===== src/hdl/hpq_pkg.sv =====
// ----------------------------------------------------------------------------
// hpq_pkg
// Shared types, constants and helpers of the binary heap priority queue.
// ----------------------------------------------------------------------------
package hpq_pkg;

    localparam int CAPACITY    = 64;
    localparam int KEY_W       = 32;
    localparam int HANDLE_W    = 6;
    localparam int NUM_HANDLES = 64;
    localparam int POS_W       = 7;   // holds 0..CAPACITY
    localparam int IDX_W       = 6;   // memory index, position minus one
    localparam int PADDR_W     = 2;

    localparam logic [PADDR_W-1:0] ADDR_MIN_FIRST = 2'd0;

    localparam logic [2:0] REQ_INSERT  = 3'd0;
    localparam logic [2:0] REQ_DEQUEUE = 3'd1;
    localparam logic [2:0] REQ_PEEK    = 3'd2;
    localparam logic [2:0] REQ_REMOVE  = 3'd3;
    localparam logic [2:0] REQ_LOCATE  = 3'd4;

    typedef enum logic [1:0] {
        ST_OK      = 2'd0,
        ST_EMPTY   = 2'd1,
        ST_FULL    = 2'd2,
        ST_BAD_POS = 2'd3
    } status_t;

    typedef struct packed {
        logic [2:0]          req_type;
        logic [KEY_W-1:0]    key;
        logic [HANDLE_W-1:0] handle;
        logic [POS_W-1:0]    position;
    } hpq_req_t;

    typedef struct packed {
        status_t             status;
        logic [KEY_W-1:0]    out_key;
        logic [HANDLE_W-1:0] out_handle;
        logic [POS_W-1:0]    out_position;
        logic [POS_W-1:0]    entry_count;
    } hpq_rsp_t;

    typedef struct packed {
        logic [KEY_W-1:0]    key;
        logic [HANDLE_W-1:0] handle;
    } entry_t;

    typedef enum logic [4:0] {
        OP_NONE,
        OP_LATCH,
        OP_FLAG,
        OP_INS_WR,
        OP_RD_PARENT,
        OP_UP_W1,
        OP_UP_W2,
        OP_RD_ROOT,
        OP_DQ_W,
        OP_PEEK,
        OP_RD_REM,
        OP_RM_W1,
        OP_RM_W2,
        OP_RM_LAST,
        OP_RD_KIDS,
        OP_DN_W1,
        OP_DN_W2,
        OP_RD_SLOT,
        OP_LOC_OUT
    } op_t;

    typedef struct packed {
        op_t     op;
        status_t flag;
    } hpq_cmd_t;

    typedef struct packed {
        logic [2:0] req_type;
        logic       full;
        logic       empty;
        logic       bad_pos;
        logic       pos_last;
        logic       up_go;
        logic       dn_go;
    } hpq_stat_t;

    function automatic logic beats(input logic [KEY_W-1:0] a, input logic [KEY_W-1:0] b,
                                   input logic min_first);
        beats = min_first ? (a < b) : (a > b);
    endfunction

    function automatic logic [IDX_W-1:0] pos_to_idx(input logic [POS_W:0] p);
        logic [POS_W:0] d;
        d = p - 1'b1;
        pos_to_idx = d[IDX_W-1:0];
    endfunction

endpackage


===== src/hdl/hpq_ctrl.sv =====
// ----------------------------------------------------------------------------
// hpq_ctrl
// Request sequencer: decodes an item and steps the sift loops.
// ----------------------------------------------------------------------------
module hpq_ctrl import hpq_pkg::*; (
    input  logic      aclk,
    input  logic      aresetn,
    input  logic      s_valid,
    output logic      s_ready,
    output logic      m_valid,
    input  logic      m_ready,
    input  hpq_stat_t stat,
    output hpq_cmd_t  cmd
);

    typedef enum logic [13:0] {
        S_IDLE   = 14'b00000000000001,
        S_DECODE = 14'b00000000000010,
        S_UP_RD  = 14'b00000000000100,
        S_UP_CMP = 14'b00000000001000,
        S_UP_W2  = 14'b00000000010000,
        S_DQ_W   = 14'b00000000100000,
        S_PEEK   = 14'b00000001000000,
        S_RM_W1  = 14'b00000010000000,
        S_RM_W2  = 14'b00000100000000,
        S_DN_RD  = 14'b00001000000000,
        S_DN_CMP = 14'b00010000000000,
        S_DN_W2  = 14'b00100000000000,
        S_LOC    = 14'b01000000000000,
        S_RESP   = 14'b10000000000000
    } state_t;

    state_t state_reg, state_next;
    logic   down_after_reg, down_after_next;

    assign s_ready = state_reg == S_IDLE;
    assign m_valid = state_reg == S_RESP;

    always_comb begin
        state_next      = state_reg;
        down_after_next = down_after_reg;
        cmd.op          = OP_NONE;
        cmd.flag        = ST_OK;
        unique case (state_reg)
            S_IDLE: begin
                if (s_valid) begin
                    cmd.op     = OP_LATCH;
                    state_next = S_DECODE;
                end
            end
            S_DECODE: begin
                state_next = S_RESP;
                unique case (stat.req_type)
                    REQ_INSERT: begin
                        if (stat.full) begin
                            cmd.op   = OP_FLAG;
                            cmd.flag = ST_FULL;
                        end else begin
                            cmd.op          = OP_INS_WR;
                            down_after_next = 1'b0;
                            state_next      = S_UP_RD;
                        end
                    end
                    REQ_DEQUEUE, REQ_PEEK: begin
                        if (stat.empty) begin
                            cmd.op   = OP_FLAG;
                            cmd.flag = ST_EMPTY;
                        end else begin
                            cmd.op     = OP_RD_ROOT;
                            state_next = (stat.req_type == REQ_DEQUEUE) ? S_DQ_W : S_PEEK;
                        end
                    end
                    REQ_REMOVE: begin
                        if (stat.bad_pos) begin
                            cmd.op   = OP_FLAG;
                            cmd.flag = ST_BAD_POS;
                        end else if (stat.pos_last) begin
                            cmd.op = OP_RM_LAST;
                        end else begin
                            cmd.op     = OP_RD_REM;
                            state_next = S_RM_W1;
                        end
                    end
                    REQ_LOCATE: begin
                        cmd.op     = OP_RD_SLOT;
                        state_next = S_LOC;
                    end
                    default: begin
                    end
                endcase
            end
            S_UP_RD: begin
                cmd.op     = OP_RD_PARENT;
                state_next = S_UP_CMP;
            end
            S_UP_CMP: begin
                if (stat.up_go) begin
                    cmd.op     = OP_UP_W1;
                    state_next = S_UP_W2;
                end else begin
                    state_next = down_after_reg ? S_DN_RD : S_RESP;
                end
            end
            S_UP_W2: begin
                cmd.op          = OP_UP_W2;
                down_after_next = 1'b0;
                state_next      = S_UP_RD;
            end
            S_DQ_W: begin
                cmd.op     = OP_DQ_W;
                state_next = S_DN_RD;
            end
            S_PEEK: begin
                cmd.op     = OP_PEEK;
                state_next = S_RESP;
            end
            S_RM_W1: begin
                cmd.op     = OP_RM_W1;
                state_next = S_RM_W2;
            end
            S_RM_W2: begin
                cmd.op          = OP_RM_W2;
                down_after_next = 1'b1;
                state_next      = S_UP_RD;
            end
            S_DN_RD: begin
                cmd.op     = OP_RD_KIDS;
                state_next = S_DN_CMP;
            end
            S_DN_CMP: begin
                if (stat.dn_go) begin
                    cmd.op     = OP_DN_W1;
                    state_next = S_DN_W2;
                end else begin
                    state_next = S_RESP;
                end
            end
            S_DN_W2: begin
                cmd.op     = OP_DN_W2;
                state_next = S_DN_RD;
            end
            S_LOC: begin
                cmd.op     = OP_LOC_OUT;
                state_next = S_RESP;
            end
            S_RESP: begin
                if (m_ready) begin
                    state_next = S_IDLE;
                end
            end
            default: state_next = S_IDLE;
        endcase
    end

    always_ff @(posedge aclk) begin
        if (!aresetn) begin
            state_reg      <= S_IDLE;
            down_after_reg <= 1'b0;
        end else begin
            state_reg      <= state_next;
            down_after_reg <= down_after_next;
        end
    end

`ifndef SYNTHESIS
    a_one_in_flight: assert property (@(posedge aclk) disable iff (!aresetn)
        !(s_ready && m_valid))
        else $error("input taken while a result is pending");
    a_accept_decodes: assert property (@(posedge aclk) disable iff (!aresetn)
        s_valid && s_ready |=> state_reg == S_DECODE)
        else $error("accepted item not decoded");
    a_up_after_read: assert property (@(posedge aclk) disable iff (!aresetn)
        state_reg == S_UP_CMP |-> $past(state_reg) == S_UP_RD)
        else $error("parent compare without read");
`endif

endmodule


===== config.mk =====
export PLATFORM = sky130hd
export DESIGN_NAME = hpq_ctrl
export DESIGN_NICKNAME = d
export VERILOG_FILES = /design/src/hdl/hpq_pkg.sv /design/src/hdl/hpq_ctrl.sv
export SDC_FILE = /design/constraint.sdc
export NUM_CORES = 1
export LEC_CHECK = 0
export ABC_AREA = 1
export ABC_CLOCK_PERIOD_IN_PS = 1600
export BUFFER_PORTS_ARGS = -buffer_cell sky130_fd_sc_hd__buf_2
export CAP_MARGIN = 30
export CORE_UTILIZATION = 54
export CTS_CLUSTER_SIZE = 14
export DETAILED_ROUTE_END_ITERATION = 8
export HOLD_SLACK_MARGIN = 0.06
export PLACE_DENSITY = 0.75
export SYNTH_ARGS = -nofsm -noshare
export SYNTH_HDL_FRONTEND = slang
export SYNTH_SLANG_ARGS = --single-unit

===== constraint.sdc =====
create_clock -name aclk -period 1.6 [get_ports aclk]
set_clock_uncertainty 0.05 [all_clocks]
set_input_delay 0.16 -clock aclk [delete_from_list [all_inputs] [get_ports aclk]]
set_output_delay 0.16 -clock aclk [all_outputs]
set_load 0.02 [all_outputs]

* Word-level counts from Yosys, hierarchy flattened
Index checks and enable logic that the tools add are counted.
** Operators by class
- Equal/unequal tests :: 22
- Muxes and demuxes :: 29
- Reductions and logical operators :: 8
** Operator list (count)
- case mux 14 bit (11 select lines) :: 1
- 2-to-1 mux 14 bit :: 9
- case mux 5 bit (13 select lines) :: 1
- case mux 14 bit (4 select lines) :: 1
- case mux 5 bit (4 select lines) :: 1
- == test 14 x 1 -> 1 bit (second input constant) :: 1
- == test 14 x 10 -> 1 bit (second input constant) :: 1
- == test 14 x 11 -> 1 bit (second input constant) :: 1
- == test 14 x 12 -> 1 bit (second input constant) :: 1
- == test 14 x 13 -> 1 bit (second input constant) :: 1
- == test 14 bit (second input constant) :: 1
- == test 14 x 2 -> 1 bit (second input constant) :: 1
- == test 14 x 3 -> 1 bit (second input constant) :: 1
- == test 14 x 4 -> 1 bit (second input constant) :: 1
- == test 14 x 5 -> 1 bit (second input constant) :: 1
- == test 14 x 6 -> 1 bit (second input constant) :: 1
- == test 14 x 7 -> 1 bit (second input constant) :: 1
- == test 14 x 8 -> 1 bit (second input constant) :: 1
- == test 14 x 9 -> 1 bit (second input constant) :: 1
- 2-to-1 mux 3 bit :: 3
- OR reduction 2 bit :: 4
- 2-to-1 mux 7 bit :: 1
- == test 3 x 2 -> 1 bit (second input constant) :: 2
- 2-to-1 mux 2 bit :: 3
- 13 further kinds :: 19
** Storage, ports and cells
- Bits in registers :: 15
- Input bits :: 13
- Output and inout port bits :: 9
- Word-level logic and storage cells :: 61

* Logic depth before layout (Yosys ltp)
- Word-level depth :: 5
- Depth in mapped cells :: 11
- Gate-level depth less buffers :: 11

* Least setup slack after synthesis
No wires, ideal clock.
- Path type :: reg2out
- Start :: register state_reg[10]
- End :: output port m_valid
- Arrival :: 1.279 ns
- Data required time :: 1.390 ns
- Path slack :: 0.111 ns
- Cell stages (with the launch flop) :: 4
- Path buffers :: 0
- Cell sequence :: dfxtp_1 > nor2_2 > nand2_2 > nor4_1
** On the way
- Longest elaborated chain between the ends :: 1
** Ends and longest elaborated chain
- start, declared :: line hpq_ctrl.sv:33 : state_t state_reg, state_next;
- start signal, assigned :: line hpq_ctrl.sv:160 : state_reg <= state_next;
- == test 14 bit :: line hpq_ctrl.sv:37 : assign m_valid = state_reg == S_RESP;
- end, declared :: line hpq_ctrl.sv:10 : output logic m_valid,
No other way between the ends.

==> out/qor.csv <==
metric;value;unit
hold depth;3;
routed wire length;3450;um
vias in the first global route;1196;
Initial DRC Count;92;
Crit path largest cell delay;350;ps
number of flops mapped to enable cells by yosys;0;
Top Family by Delay on Critical Path;simple AND/OR/NAND/NOR gates;
synth unique cells;27;
final instance area;0.00167;mm2
final worst path period need;1870;ps
fmax;534;MHz
Area Growth Syn to Fin;50.2;%
status;finished, violations left;
reg2reg start;state_reg[7]$_SDFFE_PN0P_;
Mapped Nets;193;
Required @ worst endpoint;1390;ps
Worst Reg-to-Reg Cells;10;
nets;239;
CTS buffer count;3;
WS Path Type;reg -> out;
CTS tree;yes;
PwrDens;662;mW/mm2
final worst path period share;117;%
Finished Layout Cells;252;
DP Cell Count;230;
Hold Path Origin;stat[7];
WL/cell;13.7;um
Syn. warnings;0;
Seq cells post-synth;15;
combinational share of power;43.3;%
Via density;5.32;
gpl congestion;0.962;
total of max-cap violations;0;
layout cells sized above 1;47.1;%
fraction of the yosys area taken by sequential cells;27.0;%
maximum vdd drop;0.000605;V
H-tree level count;1;
global-route usage over all layers;30.0;%
crit path cell chain;nor2_4 > nand2_4 > nor2_4 > nand3_2 > nand2_2 > a21oi_2 > nand4_1 > buf_4;
max FFs per register;14;
total vias in the final route;1340;
Filler cells;110;
Root Driver;clkbuf_4;
Slowest cell on crit path;dfxtp_2;
core area;0.00194;mm2
Sink Count;15;
Post-Syn Area;0.00111;mm2
Area after DPL;0.00127;mm2
most frequent cells in the layout;nor2_1 (33), nand2_1 (33), buf_4 (19);
worst-margin pin slew;522;ps
final hold vios;0;
largest net degree at the start of global routing;14;
clock power share;20.2;%
CTS clock-pin slew for the worst setup and hold paths;80;ps
kind of end point of the critical path;primary output;
diodes inserted;0;
Sum Neg Setup Slack;-2240;ps
first-pass GRT wire length;4770;um
Final setup viols;14;
unrepaired setup endpoints after global routing;true;
Boundary Pins;22;
register share of total power;36.5;%
Buf+Inv Stages, Crit Path;1;
Remaining Overflow, GRT;0;
leakage;0.824;nW
die area;0.00225;mm2
Worst slew margin;65.1;%
reg-to-reg critical path endpoint;state_reg[5]$_SDFFE_PN0P_;
drc violations;0;
hold crit path type;in -> reg;
asr flop ratio synth;0;%
initial antenna violation count;0;
port bufs;21;
Die H;47.4;um
DPL Wire Length;2200;um
most frequent CP cell;nor2_4;
Endpoint, Worst Hold;state_reg[6]$_SDFFE_PN0P_;
ys flop type;dfxtp_1;
clk_lat worst skew;300;ps
ANT nets after route;0;
Max Buffers Root-to-Sink;2;
switching power;0.402;mW
data arrival time of the worst path;1660;ps
worst-path maximum fanout;6;
drt first pass iters;5;
Initial Util;57.3;%
Die X;47.4;um
R2R setup slack;-150;ps
Worst Setup Start Kind;flop;
Avg Inst Size Synth;6.18;um2
Rows;16;
failing checks;negative setup slack;
sw frac;36.3;%
max-slew violations;0;
worst setup margin;-274;ps
cells after synthesis;180;
Pint;0.704;mW
Setup WS pre-CTS;-9.72;ps
[layer usage]
layer	vias to the layer above	GRT usage, %	routed length (um)
li1	662	-	-
met1	603	34.9	1410
met2	62	52.6	1730
met3	13	5.77	208
met4	0	13.7	101
met5	-	0	0
[power by group through the flow]
stage / combinational (mW) / clock, mW / sequential, mW
after detailed placement: 0.275 / 0 / 0.406
after CTS: 0.396 / 0.222 / 0.397
after global routing: 0.522 / 0.235 / 0.405
after floorplan: 0.201 / 0 / 0.404
after global placement: 0.270 / 0 / 0.405
final: 0.479 / 0.224 / 0.404
[what timing repair did]
action                                  4_1_cts  5_1_grt
hold buffers                                  2        0
gates resized for setup                      48       20
hold endpoints to repair                      3        0
buffers inserted                             12        4
pin swaps                                    14        9
endpoints found under the setup margin        9       16
[area by class of cell]
cell class                 count  area, um2  share of cell area [%]
multi-input combinational    140        867                    51.9
timing repair buffer          42        333                    19.9
sequential                    15        314                    18.8
inverter                      24       95.1                    5.69
tap                           27       33.8                    2.02
clock buffer                   3       22.5                    1.35
clock inverter                 1       5.00                   0.300
[worst max path at each step]
| stage | startpoint | endpoint | slack (ps) | cells past startpoint |
|---|---|---|---|---|
| floorplan | state_reg[10]$_SDFFE_PN0P_ | m_valid | 110 | 3 |
| global placement | state_reg[0]$_SDFFE_PN1P_ | cmd[4] | 60 | 8 |
| detailed placement | state_reg[0]$_SDFFE_PN1P_ | cmd[4] | -10 | 8 |
| CTS | state_reg[1]$_SDFFE_PN0P_ | cmd[4] | -250 | 8 |
| global route | state_reg[7]$_SDFFE_PN0P_ | cmd[4] | -360 | 8 |
| finish | state_reg[7]$_SDFFE_PN0P_ | cmd[4] | -270 | 8 |
[Yosys cell counts, types with 2 or more instances]
master | n | area, um2
a21oi_1 | 5 | 25.0
dfxtp_1 | 15 | 300
inv_1 | 20 | 75.1
inv_2 | 4 | 15.0
nand2_1 | 39 | 146
nand2_2 | 6 | 37.5
nand3_1 | 19 | 95.1
nand4_1 | 3 | 18.8
nor2_1 | 40 | 150
nor2_2 | 6 | 37.5
nor2_4 | 3 | 33.8
nor3_1 | 4 | 20.0
o21ai_0 | 2 | 10.0
[logic make-up after synthesis]
kind of cell    after synthesis  share of synthesized area [%]
simple gates                129                           57.6
buf+inv                      25                           8.44
flops                        15                           27.0
compound gates               11                           6.97
[worst reg2reg max path: cells and delay by family, from the launching register on]
kind / cells / cell delay [ps]
DFF: 1 / 350
buffers and inverters: 4 / 460
AOI/OAI and AO/OA: 1 / 120
and+or+nand+nor: 5 / 640
[stage by stage]
| stage | power, mW | util [%] | hold WS, ps |
|---|---|---|---|
| finish | 1.11 | 86.0 | 100 |
| global route | 1.16 | 86.0 | 131 |
| CTS | 1.01 | 80.9 | 105 |
| detailed placement | 0.681 | 65.4 | 310 |
| global placement | 0.675 | 65.4 | 311 |
| floorplan | 0.605 | - | 179 |
(Power assumes the default switching activity.)
